==> src/sv/pwop_pkg.sv <==
`timescale 1ns / 1ps
// ----------------------------------------------------------------------------
// pwop_pkg
// Shared types, codes and saturating helpers for the PID block.
// ----------------------------------------------------------------------------
package pwop_pkg;

    typedef enum logic [4:0] {
        ST_IDLE, ST_PRE, ST_EVAL, ST_PRED, ST_MULP, ST_MULM, ST_MULI, ST_MULD,
        ST_DRES, ST_DB1, ST_DB2, ST_AW1, ST_AW2, ST_INTG, ST_BASE, ST_DIV,
        ST_SCALE, ST_SCL2, ST_OUT
    } t_state;

    // register indexes
    localparam logic [2:0] CFG_KP    = 3'd0;
    localparam logic [2:0] CFG_KI    = 3'd1;
    localparam logic [2:0] CFG_KD    = 3'd2;
    localparam logic [2:0] CFG_LOW   = 3'd3;
    localparam logic [2:0] CFG_HIGH  = 3'd4;
    localparam logic [2:0] CFG_PF    = 3'd5;
    localparam logic [2:0] CFG_BAND  = 3'd6;
    localparam logic [2:0] CFG_OPT   = 3'd7;

    // request modes
    localparam logic [1:0] OP_SAMPLE = 2'd0;
    localparam logic [1:0] OP_INIT   = 2'd1;
    localparam logic [1:0] OP_RESET  = 2'd2;
    localparam logic [1:0] OP_LOAD   = 2'd3;

    // proportional and windup modes
    localparam logic [1:0] PM_ERR    = 2'd0;
    localparam logic [1:0] PM_MEAS   = 2'd1;
    localparam logic [1:0] WM_COND   = 2'd0;
    localparam logic [1:0] WM_OFF    = 2'd2;

    function automatic logic signed [31:0] sat32(input logic signed [65:0] v);
        if (v > 66'sd2147483647)
            return 32'sh7fffffff;
        else if (v < -66'sd2147483648)
            return 32'sh80000000;
        else
            return v[31:0];
    endfunction

    function automatic logic signed [31:0] clamp32(input logic signed [65:0] v,
                                                   input logic signed [31:0] lo,
                                                   input logic signed [31:0] hi);
        if (v < 66'(lo))
            return lo;
        else if (v > 66'(hi))
            return hi;
        else
            return v[31:0];
    endfunction

endpackage

==> src/sv/pwop_mul.sv <==
`timescale 1ns / 1ps
// ----------------------------------------------------------------------------
// pwop_mul
// Shared signed multiplier: registered product, scaled and saturated output.
// ----------------------------------------------------------------------------
module pwop_mul #(
    parameter int FRAC_BITS = 16
) (
    input  logic                i_clk,
    input  logic signed [32:0]  i_a,
    input  logic signed [32:0]  i_b,
    output logic signed [31:0]  o_q
);
    import pwop_pkg::*;

    logic signed [65:0] r_prod;

    always_ff @(posedge i_clk) begin
        r_prod <= 66'(i_a) * 66'(i_b);
    end

    // arithmetic shift floors towards minus infinity
    assign o_q = sat32(r_prod >>> FRAC_BITS);

endmodule

==> config.mk <==
export PLATFORM = sky130hd
export DESIGN_NAME = pwop_mul
export DESIGN_NICKNAME = d
export VERILOG_FILES = /design/src/sv/pwop_pkg.sv /design/src/sv/pwop_mul.sv
export SDC_FILE = /design/constraint.sdc
export NUM_CORES = 2
export LEC_CHECK = 0
export BUFFER_PORTS_ARGS = -buffer_cell sky130_fd_sc_hd__buf_2
export CORE_MARGIN = 5
export CORE_UTILIZATION = 50
export DETAILED_ROUTE_END_ITERATION = 10
export GPL_ROUTABILITY_DRIVEN = 0
export PLACE_DENSITY = 0.64
export SETUP_SLACK_MARGIN = 0.02
export SLEW_MARGIN = 10
export SYNTH_ARGS = -nofsm -noshare
export SYNTH_HDL_FRONTEND = slang
export SYNTH_SLANG_ARGS = --single-unit
==> constraint.sdc <==
create_clock -name i_clk -period 13.76 [get_ports i_clk]
set_input_delay 2.752 -clock i_clk [delete_from_list [all_inputs] [get_ports i_clk]]
set_output_delay 2.752 -clock i_clk [all_outputs]
set_load 0.02 [all_outputs]
Word-level counts from Yosys, hierarchy flattened:

Cells that the tools add are included.

* multipliers: 1
* magnitude comparators: 2
* muxes and demuxes: 2

Operators by type and width (number)
* 33-bit by 33-bit multiplier with 66-bit output: 1
* 32-bit 2-to-1 mux: 2
* 50-bit by 32-bit greater-than comparator with 1-bit output (second input constant): 1
* 50-bit by 32-bit less-than comparator with 1-bit output (second input constant): 1

* register bits: 66
* input port bits: 67
* output and inout port bits: 32
* logic and storage cells: 6

Logic depth before layout (Yosys ltp):

* depth after elaboration: 3
* gate-level depth with buffers: 28
* gate-level depth less buffers: 26

Least setup slack after synthesis:

OpenSTA, ideal clock, no wires.

* path kind: input-to-reg
* start: in i_a[32]
* end: reg r_prod[65]
* library setup time: 72 ps
* arrival: 9786 ps
* data required time: 13688 ps
* path slack: 3902 ps
* cell stages on the path: 24
* buffers on the path: 1
* cells stage by stage: clkbuf_1 nand2_1 inv_1 fa_1 inv_1 fa_1 fa_1 inv_1 fa_1 fa_1 fa_1 fa_1 inv_1 fa_1 inv_1 ha_1 a21o_1 a21o_1 a21oi_1 o22ai_1 o31ai_1 o31ai_2 a21oi_2 xnor2_1

* longest elaborated chain between the ends: 1

Ends and longest elaborated chain
* start: declaration: line pwop_mul.sv:10 `input logic signed [32:0] i_a,`
* 33-bit by 33-bit multiplier with 66-bit output: line pwop_mul.sv:19 `r_prod <= 66'(i_a) * 66'(i_b);`
* end signal: assignment: line pwop_mul.sv:19
* end: declaration: line pwop_mul.sv:16 `logic signed [65:0] r_prod;`

No other way between the ends.

Worst setup path in the final report:

* start: in i_a[32]
* end: reg r_prod[58]

Same word-level chain as after synthesis.

==> results.txt <==
After synthesis, the cell types taking the most area are sky130_fd_sc_hd__fa_1, sky130_fd_sc_hd__inv_1, sky130_fd_sc_hd__and2_1. The number of stages on the worst hold path is 1. In the final layout, the multi-input gates occupy 34200 µm².

The async set-reset flop share out of synthesis came out at 0%. The number of failing hold endpoints at the final stage is 0. The finished layout holds 5297 standard cells, fillers aside. The per-cell via count in the routed design is 5.25. The clock-pin slew on the worst setup and hold paths came out at 0.07 ns.

The count of buffers added by post-CTS timing repair for setup came out at 0. The net total in the final layout came out at 5655. The initial cell density of the core is 50.2%. The number of antenna violations at the first check in global routing was 6.

The reported max-cap violation count came out at 0. Of all nets on the critical path, the largest fanout is 33. The instance area at placement came out at 41300 µm². For this run, the number of Yosys warnings is 0. The floorplan step defined a die boundary enclosing 86300 µm².

The detailed router used layers up to and including met5. By startpoint and endpoint, the worst setup path is classified as in2reg. The total global-route track usage came out at 24.1%. In the synthesized netlist, the number of instances is 4340. The first global-routing pass estimated 166000 µm of wire. The cell area that synthesis handed to floorplanning was 40200 µm². The tree is rooted in a sky130_fd_sc_hd__clkbuf_16. The signal on the critical path passes through buf_2 > nand2_1 > inv_1 > fa_1 > inv_1 > fa_1 > fa_1 > inv_1 > fa_1 > fa_1 > fa_1 > fa_1 > fa_1 > ha_1 > a21o_1 > a31oi_1 > o211ai_1 > or2_2 > o211ai_2 > mux2i_1 > nor2_1. The number of inserted filler cells in the final layout came out at 7638. The max-slew headroom at the worst pin came out at 29.4%.

The met2 wire length came out at 54300 µm. The mean cell area of the mapped netlist came out at 9.27 µm². By count the netlist is led by sky130_fd_sc_hd__fa_1, sky130_fd_sc_hd__inv_1, sky130_fd_sc_hd__nand2_1, sky130_fd_sc_hd__and2_1, sky130_fd_sc_hd__clkbuf_1. The top cell type's share of synthesized area came out at 56.9%.

Across all layers, the routed design uses 27800 vias. The number of flops mapped to enable cells by yosys is 0. The H-tree generated during clock tree synthesis spans 2 levels.

The count of buffers added on input and output ports is 98. The number of iterations in the first detailed-routing pass is 8. Sequential cells were found to cover 2.49% of the synthesized design area. After clock tree synthesis, the flow added hold-fix buffers numbering 0.

The largest total area in the synthesized netlist belongs to sky130_fd_sc_hd__fa_1. STA classifies the critical path endpoint as a flop. The master of the slowest instance on the critical path is sky130_fd_sc_hd__fa_1.

In the final routed layout, each cell accounts on average for 18.9 µm. Among the stages of the critical path, the cell type that occurs most often is sky130_fd_sc_hd__fa_1. The largest registers in the layout are r_prod (50).

The register with the most flip-flops in the layout has 50 of them. The layout overhead on the synthesized area is 3.05%. The synthesized netlist contains 75 unique library cells. The timing-limited maximum frequency is 95.0 MHz.

The final instance area came out at 41500 µm². The maximum number of pins on one net before global-route repair is 34. The number of design rule violations left after detail routing came out at 0. The aggregate global routing overflow is 0. The maximum buffer depth of the clock tree came out at 2.

TritonCTS built the clock tree. In this run the count of I/O pins placed on the die edge is 99. The fraction of layout cells with a size suffix above 1 is 3.71%. The tightest min-delay check is of the reg2out type. The final setup TNS came out at 0 ns. The detailed placement HPWL is 85100 µm. Counting flops and latches in the post-synthesis netlist gives 50. Setup repair after global routing left no endpoint under its margin. From left edge to right edge, the die measures 294 µm. The TritonCTS sink count came out at 50. In this run, the number of DRC markers left after iteration 0 of detailed routing was 1330.

Post-CTS repair changed the size of 0 cells. The final critical-path share of the clock period is 76.5%. For this block, the routed nets add up to 100000 µm of wire. Summed over all nets, wire length on met3 after detailed routing comes to 3510 µm. At the pin with the least slew margin, the transition time is 1.06 ns.

The floorplan step set the die height to 294 µm. The wire length the detailed router placed on met1 came out at 38100 µm. The worst setup path is launched from an input port. The placement row count came out at 104.

The number of global-route vias before repair came out at 31100. The number of cells after detailed placement is 5285. The flow ran to the end, and the final reports show no timing, DRC or antenna violations. The most common cell in the synthesized netlist is sky130_fd_sc_hd__fa_1. The net count after synthesis came out at 5763. The required arrival time at the worst endpoint came out at 13.95 ns.

The floorplan core area is 80200 µm². The total setup violations reported at the end of the flow is 0. r_prod holds more flip-flops than any other register.

The register cell area after layout came out at 1000 µm². Data arrives at the worst endpoint at 10.71 ns. For this run, the leading register cell type out of synthesis is sky130_fd_sc_hd__dfxtp_1.

The remaining antenna violation count is 0. The number of buffers created by CTS is 5. The minimum clock period is 10.52 ns. The delay of the slowest cell on the worst path is 1.12 ns. The number of slew-limit violations in the final report came to 0.
==> cells in the final DEF (no fill, tap or decap), drive strengths merged, types with 29 or more instances in the layout <==
master and n:
ha 212, a21oi 76, o21ai 43, buf 111
and2 551, a21o 29, fa 1144, nand2 559
xnor2 45, inv 1105, nor2 120, dfxtp 50
==> through the flow <==
stage / util (%) / hold WS, ns / setup WS (ns)
2_1_floorplan: - / 3.20 / 3.90
3_3_place_gp: 51.5 / 3.28 / 2.95
3_5_place_dp: 51.5 / 3.28 / 2.95
4_1_cts: 51.7 / 3.60 / 3.23
5_1_grt: 51.7 / 3.61 / 2.76
6_report: 51.7 / 3.57 / 3.24
==> cell families after synthesis <==
group	share of synthesized area, %
simple gates	16.7
compound gates	3.35
fa+ha+maj	63.5
buf+inv	12.5
xor+xnor	1.43
mux	0.0777
flops	2.49
==> per-layer routing <==
| layer | global-route usage [%] | up-vias |
|---|---|---|
| li1 | - | 12100 |
| met1 | 29.5 | 14800 |
| met2 | 45.0 | 652 |
| met4 | 8.35 | 6 |
| met3 | 2.09 | 213 |
| met5 | 0 | - |
==> area by class of cell <==
class                           instances  area share (%)
Inverter                             1104            9.99
Timing Repair Buffer                  111            1.42
Tap cell                             1060            3.20
Multi-Input combinational cell       2960            82.5
Clock inverter                          3           0.106
Clock buffer                            5           0.302
Antenna cell                            4          0.0241
Sequential cell                        50            2.41
==> worst paths after layout <==
check       start          to  slack (ns)
max       i_a[32]  r_prod[58]        3.24
min    r_prod[65]     o_q[31]        3.57
==> worst max-delay path, delay by kind of cell <==
| kind | cells | cell delay (ns) |
|---|---|---|
| AND/OR/NAND/NOR | 3 | 0.67 |
| AO/OA/AOI/OAI | 4 | 1.02 |
| buffers and inverters | 4 | 0.94 |
| adder cells (fa/ha/maj) | 9 | 5.09 |
| multiplexers | 1 | 0.22 |
Power is not shown: default switching activity piles up to over one toggle a cycle in this logic, so the estimate is an artifact.
