### config.mk
export PLATFORM = sky130hd
export DESIGN_NAME = pwop_div
export DESIGN_NICKNAME = d
export VERILOG_FILES = /design/src/sv/pwop_div.sv
export SDC_FILE = /design/constraint.sdc
export NUM_CORES = 1
export LEC_CHECK = 0
export BUFFER_PORTS_ARGS = -buffer_cell sky130_fd_sc_hd__buf_4
export CELL_PAD_IN_SITES_DETAIL_PLACEMENT = 1
export CELL_PAD_IN_SITES_GLOBAL_PLACEMENT = 2
export CORE_ASPECT_RATIO = 1.25
export CORE_MARGIN = 3
export CORE_UTILIZATION = 33
export DETAILED_ROUTE_END_ITERATION = 6
export PLACE_DENSITY_LB_ADDON = 0.1
export RECOVER_POWER = 100
export SYNTH_ARGS = -nofsm -noshare
export SYNTH_HDL_FRONTEND = slang
export SYNTH_SLANG_ARGS = --single-unit
### constraint.sdc
create_clock -name i_clk -period 2.7 [get_ports i_clk]
set_clock_uncertainty 0.1 [all_clocks]
set_input_delay 0.135 -clock i_clk [delete_from_list [all_inputs] [get_ports i_clk]]
set_output_delay 0.135 -clock i_clk [all_outputs]
set_load 0.005 [all_outputs]
### src/sv/pwop_div.sv
`timescale 1ns / 1ps
// ----------------------------------------------------------------------------
// pwop_div
// Restoring fraction divider, one quotient bit per cycle; dividend < divisor.
// ----------------------------------------------------------------------------
module pwop_div #(
    parameter int FRAC_BITS = 16
) (
    input  logic                  i_clk,
    input  logic                  i_rst_n,
    input  logic                  i_start,
    input  logic [31:0]           i_num,
    input  logic [30:0]           i_den,
    output logic                  o_done,
    output logic [FRAC_BITS-1:0]  o_quo
);
    localparam int CW = $clog2(FRAC_BITS + 1);

    logic [31:0]          r_rem;
    logic [30:0]          r_den;
    logic [FRAC_BITS-1:0] r_quo;
    logic [CW-1:0]        r_cnt;
    logic                 r_busy;
    logic                 r_done;
    logic [32:0]          w_sh;

    assign w_sh = {r_rem, 1'b0};

    always_ff @(posedge i_clk) begin
        if (!i_rst_n) begin
            r_busy <= 1'b0;
            r_done <= 1'b0;
            r_cnt  <= '0;
        end else begin
            r_done <= 1'b0;
            if (i_start) begin
                r_busy <= 1'b1;
                r_cnt  <= CW'(FRAC_BITS);
            end else if (r_busy) begin
                r_cnt <= r_cnt - 1'b1;
                if (r_cnt == CW'(1)) begin
                    r_busy <= 1'b0;
                    r_done <= 1'b1;
                end
            end
        end
    end

    always_ff @(posedge i_clk) begin
        if (i_start) begin
            r_rem <= i_num;
            r_den <= i_den;
            r_quo <= '0;
        end else if (r_busy) begin
            if (w_sh >= 33'(r_den)) begin
                r_rem <= 32'(w_sh - 33'(r_den));
                r_quo <= {r_quo[FRAC_BITS-2:0], 1'b1};
            end else begin
                r_rem <= w_sh[31:0];
                r_quo <= {r_quo[FRAC_BITS-2:0], 1'b0};
            end
        end
    end

    assign o_done = r_done;
    assign o_quo  = r_quo;

endmodule

**Word level (Yosys, flattened, before mapping)**

Cells that the tools add are included.

- Bits of input ports: 66
- Output and inout port bits: 17
- Bits in registers: 86
- Logic and storage cells: 26

- Add/sub/neg operators: 2
- Order comparisons: 1
- Reduce and logical (&&, ||, !) cells: 3
- Multiplexer cells: 10
- Bitwise gates (word level): 2
- Eq/ne operators: 1

Operator list:

| cell | count |
|---|---|
| $mux 32 | 3 |
| $ge 33x31->1 | 1 |
| $sub 32x31->32 | 1 |
| $mux 5 | 2 |
| $eq 5x1->1 const B | 1 |
| $mux 1 | 5 |
| $sub 5x1->5 const B | 1 |
| $reduce_or 3->1 | 1 |
| $not 1->1 | 2 |
| $reduce_bool 2->1 | 1 |
| $reduce_or 2->1 | 1 |

**Depth between registers and ports, before layout**

Gate-level depths: netlist (run 1).

- Depth in word-level cells: 4
- Mapped depth: 13
- Gate-level depth less buffers: 10

**Least setup slack after synthesis (run 1)**

OpenSTA, ideal clock, no wires.

- Kind: reg-to-reg
- Start point: reg r_den[0]
- End point: reg r_rem[28], data pin
- Library setup time: 0.271 ns
- Path slack: -0.045 ns
- Data required time: 2.329 ns
- Cell stages (with the launch flop): 10
- Period minus slack after synthesis: 2.745 ns
- Path buffers: 0
- Arrival time: 2.374 ns
- Cells stage by stage: edfxtp_1 fa_1 nand2b_1 a211oi_1 o2111ai_1 a21oi_1 o211a_1 o21bai_1 a2111oi_0 nor3_1

- Longest elaborated chain between the ends: 4
- Elaborated cells on any way between the ends: 5
- Classes of those cells: 1 x add/sub; 1 x order compare; 3 x mux

RTL lines:

| item | line | text |
|---|---|---|
| start: declaration | 20 | `logic [30:0] r_den;` |
| start signal: assignment | 52 | `r_den <= i_den;` |
| $sub 32x31->32 / $ge 33x31->1 (equally long branches) | 56, 55 |  |
| $mux 32 (*) | 55 | `if (w_sh >= 33'(r_den)) begin` |
| $mux 32 (*) | 54 | `end else if (r_busy) begin` |
| $mux 32 (*) | 50 | `if (i_start) begin` |
| end signal: assignment | 51 | `r_rem <= i_num;` |
| end signal: assignment | 56 | `r_rem <= 32'(w_sh - 33'(r_den));` |
| end signal: assignment | 59 | `r_rem <= w_sh[31:0];` |
| end: declaration | 19 | `logic [31:0] r_rem;` |

Every way passes the cells marked *; elsewhere a longest branch is shown, timed or not. The select of a mux whose other input is x is not followed.
A chain may end at the register's enable or synchronous reset.

**Final worst setup path (run 1)**

- Start point: reg r_den[1]
- End point: reg r_rem[10], data pin

The elaborated chain is that of the path after synthesis.

==> results of run 1 <==
[metal layers]
metal,up-vias,share of wire
li1,2446,-
met1,2435,0.40
met5,-,0
met3,17,0.024
met4,0,0.018
met2,61,0.55
[per-stage QoR]
stage | total power [mW] | util
after floorplan | 3.37 | -
after global placement | 4.45 | 0.434
after detailed placement | 4.50 | 0.434
after CTS | 6.37 | 0.519
after global routing | 6.92 | 0.531
final | 6.49 | 0.531
[power groups by stage]
stage / clock [mW] / combinational [mW] / sequential [mW]
2_1_floorplan: 0 / 1.63 / 1.74
3_3_place_gp: 0 / 2.67 / 1.77
3_5_place_dp: 0 / 2.72 / 1.78
4_1_cts: 1.38 / 3.20 / 1.79
5_1_grt: 1.44 / 3.66 / 1.81
6_report: 1.36 / 3.34 / 1.80
[registers in the layout, indices dropped and copies added, names as in the netlist]
signal,count
o_quo,16
r_cnt,5
r_rem,32
r_busy,1
o_done,1
r_den,31
[area by class of cell]
cell class | count | share of cell area
clock buffers | 11 | 0.0328
clock inverters | 5 | 0.00507
multi-input cells | 399 | 0.397
well taps | 212 | 0.0316
inverters | 46 | 0.0209
flip-flops and latches | 86 | 0.280
repair buffers | 238 | 0.232
[timing repair]
action,CTS,global route
hold buffers,45,1
pin swaps,37,18
hold endpoints to repair,46,1
buffers inserted,11,9
endpoints found under the setup margin,31,33
resized for setup,85,25
[synthesized netlist by cell type, drive strengths merged (2+ instances only)]
library cell / number / area share
edfxtp: 63 / 0.35
nor2: 63 / 0.044
a21oi: 54 / 0.053
inv: 45 / 0.031
nand2: 40 / 0.028
mux2i: 38 / 0.070
ha: 33 / 0.076
dfxtp: 23 / 0.085
a21o: 18 / 0.025
xnor2: 17 / 0.027
o21ai: 16 / 0.015
nand3: 14 / 0.013
buf: 12 / 0.015
clkbuf: 10 / 0.0088
xor2: 10 / 0.016
nor3: 9 / 0.0092
o21bai: 9 / 0.015
a31oi: 6 / 0.0097
and3: 6 / 0.0083
or3: 6 / 0.0069
nand2b: 5 / 0.0058
o2111ai: 5 / 0.0081
a21boi: 4 / 0.0055
a211oi: 3 / 0.0042
a2bb2oi: 3 / 0.0048
nand4: 3 / 0.0035
nor4: 3 / 0.0035
o211ai: 3 / 0.0042
a221o: 2 / 0.0037
and4: 2 / 0.0032
nor2b: 2 / 0.0023
o21a: 2 / 0.0028
o2bb2ai: 2 / 0.0032
o31ai: 2 / 0.0028
or4: 2 / 0.0035
[logic make-up after synthesis]
group           share of synthesized area
compound gates                      0.173
xor+xnor                           0.0436
fa+ha+maj                          0.0798
buf+inv                            0.0591
flops                               0.434
mux                                0.0722
simple gates                        0.138
[worst paths after layout]
path             start        end  slack, ns  cells past startpoint
min reg2reg   r_cnt[1]   r_cnt[1]       0.39                      2
max           r_den[1]  r_rem[10]      -0.15                     12
min          i_num[22]  r_rem[22]    -0.0001                      2
max reg2reg   r_den[1]  r_rem[10]      -0.15                     12
[worst max-delay path: stages, from the launching register on]
cell,delay [ns]
edfxtp_1,0.44
buf_4,0.16
inv_4,0.03
ha_4,0.26
nor2b_4,0.16
o21bai_4,0.09
a21oi_4,0.19
o21ai_4,0.10
a31oi_4,0.32
a21o_4,0.23
buf_12,0.17
mux2i_1,0.22
a21oi_1,0.09
==> run summary, run 1 <==
Worst vdd ir = 0.344 mV
Cell area after layout = 8400 sq um
Gr busiest metal = met2
Combinational Power Share = 0.514
Avg WL per Cell = 17.3 um
Final period util = 1.05
Most used DFF post-synth = edfxtp_1
Status = complete, but fails checks
Dpl cells = 915
Worst Hold Class = in -> reg
ANT nets after route = 0
M1 GR Usage = 0.222
Setup slack at placement = -0.375 ns
Pint = 4.14 mW
Vias = 4,959
Pwr per Cell Area = 773 nW/um^2
Most frequent cells in the layout = buf_4 (129), edfxtp_1 (63), nor2_1 (62)
Commonest non-fill, non-tap cell in the layout = buf_4
CTS sink cnt = 86
Die area = 18,000 sq um
Mapped Cells = 555
CTS root buf = clkbuf_16
Psw = 2.35 mW
CTS tree = done
Critical Path AT = 2.84 ns
Synthesized area per cell = 9.77 sq um
Vias in the first global route = 5,492
Nets = 880
Worst slew margin = 0.0212
Worst Path Required = 2.70 ns
Yosys warnings = 0
Final hold violation count = 1
Area of the mapped netlist = 5420 sq um
Multi-input logic area = 3330 sq um
Routed wire length = 17,300 um
Num ports = 83
Row count = 51
MaxCap Viol Count = 0
Area grow syn2layout = 54.8%
Antenna violations before repair = 0
Setup ws final = -0.146 ns
Count of final setup violators = 30
CTS Buf Count = 9
Leak = 3.60 nW
Fin cells = 997
PortBufs = 82
Initial drt markers = 140
Worst Setup Start Kind = register
Hold WS = -0.000118 ns
CP max FO = 13
Worst Tran Pin Value = 1.47 ns
Skew-Pair Late Insertion Delay = 0.36 ns
Cell Area, Placed = 6870 sq um
Yosys cell types = 69
CP Capture Type = register
EDFF count, synth = 63
FFs w/ async S/R, synth = 0
Clk network pwr share = 0.209
First-pass GRT wire length = 28,000 um
Starting Density = 0.343
Height of the chip = 149 um
Reg clk slew, reported paths = 0.07 ns
Post-synthesis sequential area ratio = 0.434
H-tree depth = 3
Unrepaired setup endpoints after global routing = true
Largest net degree at the start of global routing = 52
Sw Ratio = 0.362
Dpl hpwl = 12,200 um
Core ar. = 15,800 sq um
Sequential share of power = 0.277
Setup_tns = -2.98 ns
ANT cells = 0
Residual DRC = 0
Fmax = 0.351 GHz
Overflow left after global routing = 0
Post-synthesis register bit count = 86
Syn nets = 655
Clock buffer depth = 2
Failing checks = negative hold slack, negative setup slack
Pre-Repair DR Iteration Count = 4
Met2 GRT Util = 0.383
Met3 GRT Util = 0.0254
Vias/cell = 4.97
RePlAce Congestion = 0.818
Pins Over Slew Limit = 0
Seq. cell area = 2350 sq um
GRT Resource Usage Total = 0.198
Share of cells above drive strength 1 = 0.381
Die Wd = 121 um
Post-layout min period = 2.85 ns
WS Path Type = reg -> reg
Layout fillers = 1,818
No activity file was read; power rests on OpenSTA's default activity.
==> run 2, diff against run 1 <==
--- a/config.mk
+++ b/config.mk
@@ -14,6 +14,7 @@
 export DETAILED_ROUTE_END_ITERATION = 6
 export PLACE_DENSITY_LB_ADDON = 0.1
 export RECOVER_POWER = 100
+export SETUP_SLACK_MARGIN = 0.3
 export SYNTH_ARGS = -nofsm -noshare
 export SYNTH_HDL_FRONTEND = slang
 export SYNTH_SLANG_ARGS = --single-unit
==> run 2 against run 1 <==
The run ends with max-capacitance violations, negative setup slack left; critical path depth shrank 1; total power grew 4.0%; utilization grew 1.9 points; largest power group unchanged.
==> run summary, run 2 (synthesized netlist as in run 1, its figures left out) <==
Status = complete, but fails checks (unchanged)
Failing checks = max-capacitance violations, negative setup slack (was negative hold slack, negative setup slack)
Slowest CP cell = edfxtp_1 (unchanged)
Cell area after layout = 8700 sq um (was 8400 sq um)
Sequential share of power = 0.268 (was 0.277)
Reg clk slew, reported paths = 0.07 ns (about the same)
Dpl hpwl = 12,400 um (was 12,200 um)
Commonest non-fill, non-tap cell in the layout = buf_4 (unchanged)
Avg WL per Cell = 17.8 um (was 17.3 um)
Vias in the first global route = 5,477 (was 5,492)
Core Util, Final = 0.550 (was 0.531)
Die area = 18,000 sq um (unchanged)
WP buf/inv = 2 (was 3)
Setup_tns = -4.02 ns (was -2.98 ns)
Cell Area, Placed = 6900 sq um (was 6870 sq um)
Most frequent cells in the layout = buf_4 (135), edfxtp_1 (63), nor2_1 (59) (was buf_4 (129), edfxtp_1 (63), nor2_1 (62))
Skew-Pair Late Insertion Delay = 0.35 ns (was 0.36 ns)
CTS sink cnt = 86 (unchanged)
ANT cells = 0 (unchanged)
Reg2Reg Depth = 11 (was 12)
Min-Delay Endpoint = r_rem[20] (was r_rem[22])
Row count = 51 (unchanged)
H-tree depth = 3 (unchanged)
Number of flip-flops in the largest register = 32 (unchanged)
RePlAce Congestion = 0.876 (was 0.818)
Sw Ratio = 0.366 (was 0.362)
Critical Path AT = 2.85 ns (was 2.84 ns)
Die Wd = 121 um (unchanged)
Unrepaired setup endpoints after global routing = true (unchanged)
Hold WS = 0.00309 ns (was -0.000118 ns)
Worst Setup Start Kind = register (unchanged)
CP Capture Type = register (unchanged)
Final hold violation count = 0 (was 1)
R2r setup slk = -0.18 ns (was -0.15 ns)
Pins Over Slew Limit = 0 (unchanged)
Post-layout min period = 2.88 ns (was 2.85 ns)
Worst vdd ir = 0.362 mV (was 0.344 mV)
Worst slew margin = 0.00345 (was 0.0212)
Routed wire length = 18,000 um (was 17,300 um)
Setup ws final = -0.177 ns (was -0.146 ns)
RR Endpoint = r_rem[23] (was r_rem[10])
Clock buffer depth = 2 (unchanged)
Vias = 5,018 (was 4,959)
Vias/cell = 4.96 (was 4.97)
Pwr per Cell Area = 777 nW/um^2 (was 773 nW/um^2)
Fmax = 0.348 GHz (was 0.351 GHz)
Slowest stage delay, CP = 0.46 ns (was 0.44 ns)
Total Power = 6.76 mW (was 6.49 mW)
Pint = 4.28 mW (was 4.14 mW)
CP max FO = 6 (was 13)
Antenna violations before repair = 0 (unchanged)
Num ports = 83 (unchanged)
First-pass GRT wire length = 27,000 um (was 28,000 um)
Residual DRC = 0 (unchanged)
PortBufs = 82 (unchanged)
Worst Tran Pin Value = 1.49 ns (was 1.47 ns)
Count of final setup violators = 31 (was 30)
WS Path Type = reg -> reg (unchanged)
Overflow left after global routing = 0 (unchanged)
Area grow syn2layout = 60.4% (was 54.8%)
Starting Density = 0.343 (unchanged)
Dpl cells = 915 (unchanged)
Final period util = 1.07 (was 1.05)
RR Startpoint = r_rem[9] (was r_den[1])
Fin cells = 1,011 (was 997)
Top reg by flops = r_rem (unchanged)
Critical hold path startpoint = i_num[20] (was i_num[22])
Leak = 3.73 nW (was 3.60 nW)
Pre-Repair DR Iteration Count = 4 (unchanged)
Worst Path Required = 2.67 ns (was 2.70 ns)
Crit-path leading delay family = simple AND/OR/NAND/NOR gates (was compound AO/OA/AOI/OAI gates)
Setup slack at placement = -0.348 ns (was -0.375 ns)
Combinational Power Share = 0.543 (was 0.514)
CP Cell Sequence = ha_4, and3_4, nand2_4, nor4_4, nand2_1, o211ai_1, buf_4, a21o_4, buf_12, mux2i_2, a21oi_1 (was buf_4, inv_4, ha_4, nor2b_4, o21bai_4, a21oi_4, o21ai_4, a31oi_4, a21o_4, buf_12, mux2i_1, a21oi_1)
Clk network pwr share = 0.189 (was 0.209)
CTS Buf Count = 9 (unchanged)
ANT nets after route = 0 (unchanged)
Initial drt markers = 193 (was 140)
CTS root buf = clkbuf_16 (unchanged)
Hold Crit Depth = 3 (was 2)
CTS tree = done (unchanged)
Share of cells above drive strength 1 = 0.414 (was 0.381)
Worst Hold Class = in -> reg (unchanged)
GRT Resource Usage Total = 0.191 (was 0.198)
Largest net degree at the start of global routing = 34 (was 52)
MaxCap Viol Count = 1 (was 0)
Core ar. = 15,800 sq um (unchanged)
Psw = 2.47 mW (was 2.35 mW)
Height of the chip = 149 um (unchanged)
Nets = 894 (was 880)
Layout fillers = 1,764 (was 1,818)
-- run 2: changes by cell type in the layout (fill, tap and decap cells not counted), moves of 3 or more --
cell	before	now
ha_4	22	26
mux2i_4	0	3
inv_1	40	44
buf_6	10	16
inv_2	4	1
nor2_1	62	59
buf_4	129	135
nand2_1	37	34
ha_1	10	6
clkbuf_4	43	46
dlygate4sd3_1	46	42
-- run 2: worst min-delay path: stages --
cell	delay [ns]
buf_4	0.08
nor2_1	0.03
a21oi_2	0.09
-- run 2: area by class of cell --
cell class / count / area (sq um) / share of cell area
clock buffers: 10 / 250 / 0.0288
repair buffers: 252 / 2110 / 0.243
clock inverters: 6 / 46.3 / 0.00532
inverters: 46 / 173 / 0.0199
multi-input cells: 399 / 3500 / 0.402
well taps: 212 / 265 / 0.0305
flip-flops and latches: 86 / 2350 / 0.270
-- run 2: layer usage --
| layer | vias up | track usage | wire length, um |
|---|---|---|---|
| li1 | 2479 | - | - |
| met1 | 2458 | 0.209 | 7200 |
| met2 | 62 | 0.374 | 10100 |
| met3 | 19 | 0.0319 | 368 |
| met4 | 0 | 0.0516 | 295 |
| met5 | - | 0 | 0 |
-- run 2: worst max path at each step --
stage	start	end	slack, ns	cells past startpoint
detailed placement	r_rem[2]	r_rem[29]	-0.35	11
finish	r_rem[9]	r_rem[23]	-0.18	11
global placement	r_rem[2]	r_rem[29]	-0.34	11
CTS	r_rem[17]	r_rem[22]	-0.15	12
floorplan	r_rem[17]	r_rem[13]	0.04	12
global route	r_rem[9]	r_rem[14]	-0.32	11
-- run 2: timing repair --
item / 4_1_cts / 5_1_grt
pin swaps: 22 / 34
endpoints found under the setup margin: 33 / 33
resized for setup: 66 / 70
buffers inserted: 14 / 22
gates cloned: 0 / 2
hold buffers: 42 / 0
endpoints found under the hold margin: 43 / 0
-- run 2: power groups by stage --
stage | registers, mW | clock network, mW | logic [mW]
4_1_cts | 1.78 | 1.30 | 3.15
3_5_place_dp | 1.77 | 0 | 2.73
2_1_floorplan | 1.74 | 0 | 1.67
6_report | 1.81 | 1.28 | 3.67
5_1_grt | 1.83 | 1.36 | 3.99
3_3_place_gp | 1.77 | 0 | 2.68
==> run 3, diff against run 2 <==
--- a/config.mk
+++ b/config.mk
@@ -10,7 +10,8 @@
 export CELL_PAD_IN_SITES_GLOBAL_PLACEMENT = 2
 export CORE_ASPECT_RATIO = 1.25
 export CORE_MARGIN = 3
-export CORE_UTILIZATION = 33
+export CORE_UTILIZATION = 34
+export CTS_BUF_LIST = sky130_fd_sc_hd__clkbuf_8
 export DETAILED_ROUTE_END_ITERATION = 6
 export PLACE_DENSITY_LB_ADDON = 0.1
 export RECOVER_POWER = 100
==> run 3 against run 2 <==
The run ends with max-capacitance violations, max-slew violations, negative setup slack left; global-route usage rose by 1.0 points; worst hold slack better by 0.035 ns; utilization about the same; non-clock buffer count is 9 higher; register-to-register slack improved by 0.05 ns; via count up 1.6%; die area decreased by 2.8%; routed wire length fell by 3.5%; first-iteration DRC count down 26%; sequential power hardly changed; total power is 8.1% lower; largest cell class unchanged; largest power group unchanged.
==> run summary, run 3 (synthesized netlist as in run 1, its figures left out) <==
Status = complete, but fails checks (unchanged)
Failing checks = max-capacitance violations, max-slew violations, negative setup slack (was max-capacitance violations, negative setup slack)
First-pass GRT wire length = 28,000 um (was 27,000 um)
Critical Path AT = 2.98 ns (was 2.85 ns)
GRT Resource Usage Total = 0.201 (was 0.191)
Leak = 3.68 nW (was 3.73 nW)
Unrepaired setup endpoints after global routing = true (unchanged)
M1 GR Usage = 0.229 (was 0.209)
Met3 GRT Util = 0.0331 (was 0.0319)
Pwr per Cell Area = 722 nW/um^2 (was 777 nW/um^2)
Top reg by flops = r_rem (unchanged)
Core Util, Final = 0.550 (about the same)
Final hold violation count = 0 (unchanged)
RR Endpoint = r_rem[29] (was r_rem[23])
Die Wd = 119 um (was 121 um)
Count of final setup violators = 30 (was 31)
Worst slew margin = -0.0218 (was 0.00345)
Worst Path Required = 2.85 ns (was 2.67 ns)
WS Path Type = reg -> reg (unchanged)
Row count = 51 (unchanged)
Vias in the first global route = 5,520 (was 5,477)
ANT nets after route = 0 (unchanged)
Area grow syn2layout = 58.5% (was 60.4%)
Residual DRC = 0 (unchanged)
Final period util = 1.05 (was 1.07)
Post-layout min period = 2.83 ns (was 2.88 ns)
Vias/cell = 5.00 (was 4.96)
Slowest CP cell = or4_4 (was edfxtp_1)
Pins Over Slew Limit = 23 (was 0)
Dpl hpwl = 12,000 um (was 12,400 um)
Critical hold path startpoint = i_num[28] (was i_num[20])
Largest net degree at the start of global routing = 38 (was 34)
RePlAce Congestion = 0.806 (was 0.876)
PortBufs = 82 (unchanged)
Clock buffer depth = 2 (unchanged)
Reg2Reg Depth = 11 (unchanged)
Met2 GRT Util = 0.383 (was 0.374)
CTS tree = done (unchanged)
CP Cell Sequence = ha_4, and3_4, nand2_4, nor4_4, nand2_1, o211ai_1, buf_4, a21oi_4, buf_12, or4_4, a2bb2oi_2 (was ha_4, and3_4, nand2_4, nor4_4, nand2_1, o211ai_1, buf_4, a21o_4, buf_12, mux2i_2, a21oi_1)
Vias = 5,099 (was 5,018)
WP buf/inv = 2 (unchanged)
CTS sink cnt = 86 (unchanged)
Worst Tran Pin Value = 1.53 ns (was 1.49 ns)
Fmax = 0.354 GHz (was 0.348 GHz)
R2r setup slk = -0.13 ns (was -0.18 ns)
H-tree depth = 3 (unchanged)
Nets = 903 (was 894)
Reg clk slew, reported paths = 0.10 ns (was 0.07 ns)
Number of flip-flops in the largest register = 32 (unchanged)
Dpl cells = 911 (was 915)
Crit-path leading delay family = simple AND/OR/NAND/NOR gates (unchanged)
Commonest non-fill, non-tap cell in the layout = buf_4 (unchanged)
Worst Setup Start Kind = register (unchanged)
Overflow left after global routing = 0 (unchanged)
MaxCap Viol Count = 1 (unchanged)
Setup ws final = -0.127 ns (was -0.177 ns)
Num ports = 83 (unchanged)
Gr busiest metal = met2 (unchanged)
Initial drt markers = 142 (was 193)
Die area = 17,500 sq um (was 18,000 sq um)
ANT cells = 0 (unchanged)
CTS Buf Count = 9 (unchanged)
Height of the chip = 147 um (was 149 um)
Setup slack at placement = -0.380 ns (was -0.348 ns)
Slowest stage delay, CP = 0.55 ns (was 0.46 ns)
Skew-Pair Late Insertion Delay = 0.39 ns (was 0.35 ns)
Fin cells = 1,020 (was 1,011)
Pre-Repair DR Iteration Count = 4 (unchanged)
Core ar. = 15,600 sq um (was 15,800 sq um)
Worst vdd ir = 0.275 mV (was 0.362 mV)
Antenna violations before repair = 0 (unchanged)
Most frequent cells in the layout = buf_4 (129), dlygate4sd3_1 (63), edfxtp_1 (63) (was buf_4 (135), edfxtp_1 (63), nor2_1 (59))
Setup_tns = -2.22 ns (was -4.02 ns)
Avg WL per Cell = 17.0 um (was 17.8 um)
CP max FO = 7 (was 6)
Starting Density = 0.347 (was 0.343)
Share of cells above drive strength 1 = 0.389 (was 0.414)
CP Capture Type = register (unchanged)
CTS root buf = clkbuf_8 (was clkbuf_16)
Hold Crit Depth = 3 (unchanged)
Worst Hold Class = in -> reg (unchanged)
Min-Delay Endpoint = r_rem[28] (was r_rem[20])
RR Startpoint = r_rem[7] (was r_rem[9])
Routed wire length = 17,400 um (was 18,000 um)
-- run 3: changes by cell type in the layout (fill, tap and decap cells not counted), moves of 3 or more --
cell,before,now
dlygate4sd3_1,42,63
clkbuf_16,12,0
clkbuf_8,0,9
buf_4,135,129
ha_4,26,21
buf_6,16,12
ha_2,1,4
inv_1,44,41
inv_2,1,4
mux2i_4,3,0
-- run 3: metal layers --
metal | vias to the layer above | wire length [um]
met3 | 23 | 433
met5 | - | 0
li1 | 2496 | -
met4 | 0 | 333
met2 | 71 | 9610
met1 | 2509 | 7000
-- run 3: how the worst max path moves through the flow --
| stage | from | end | depth (start not counted) |
|---|---|---|---|
| after global routing | r_rem[9] | r_rem[29] | 11 |
| final | r_rem[7] | r_rem[29] | 11 |
| after CTS | r_rem[0] | r_rem[22] | 13 |
| after floorplan | r_rem[17] | r_rem[13] | 12 |
| after detailed placement | r_rem[0] | r_rem[28] | 10 |
| after global placement | r_rem[9] | r_rem[29] | 10 |
-- run 3: timing repair --
action                                  in CTS  in global routing
gates cloned                                 2                  0
hold buffers                                63                  0
endpoints found under the hold margin       66                  0
pin swaps                                   22                 35
gates resized for setup                     68                 52
setup buffers                               15                 13
endpoints found under the setup margin      33                 33
-- run 3: area by class of cell --
cell class	count	area [sq um]
Fill cell	1740	7040
Multi-Input combinational cell	399	3380
Sequential cell	86	2350
Timing Repair Buffer	261	2220
Tap cell	212	265
Inverter	46	173
Clock buffer	9	124
Clock inverter	7	78.8
-- run 3: worst reg2reg max path, cell delays in order, from the launching register on --
cell       delay (ns)
edfxtp_1         0.44
ha_4             0.32
and3_4           0.23
nand2_4          0.06
nor4_4           0.24
nand2_1          0.09
o211ai_1         0.18
buf_4            0.16
a21oi_4          0.04
buf_12           0.15
or4_4            0.55
a2bb2oi_2        0.12
-- run 3: per-stage QoR --
stage	hold WS [ns]	power, mW	area, sq um
finish	0.0384	6.21	8590
global route	0.0297	6.62	8590
CTS	0.0267	5.95	8250
detailed placement	0.214	4.48	6870
global placement	0.213	4.42	6870
floorplan	0.134	3.42	5480
-- run 3: report_power, final --
part	internal, mW	switching [mW]	leakage (nW)
clock	0.364	0.570	0.101
sequential	1.65	0.135	0.808
combinational	1.82	1.67	2.77
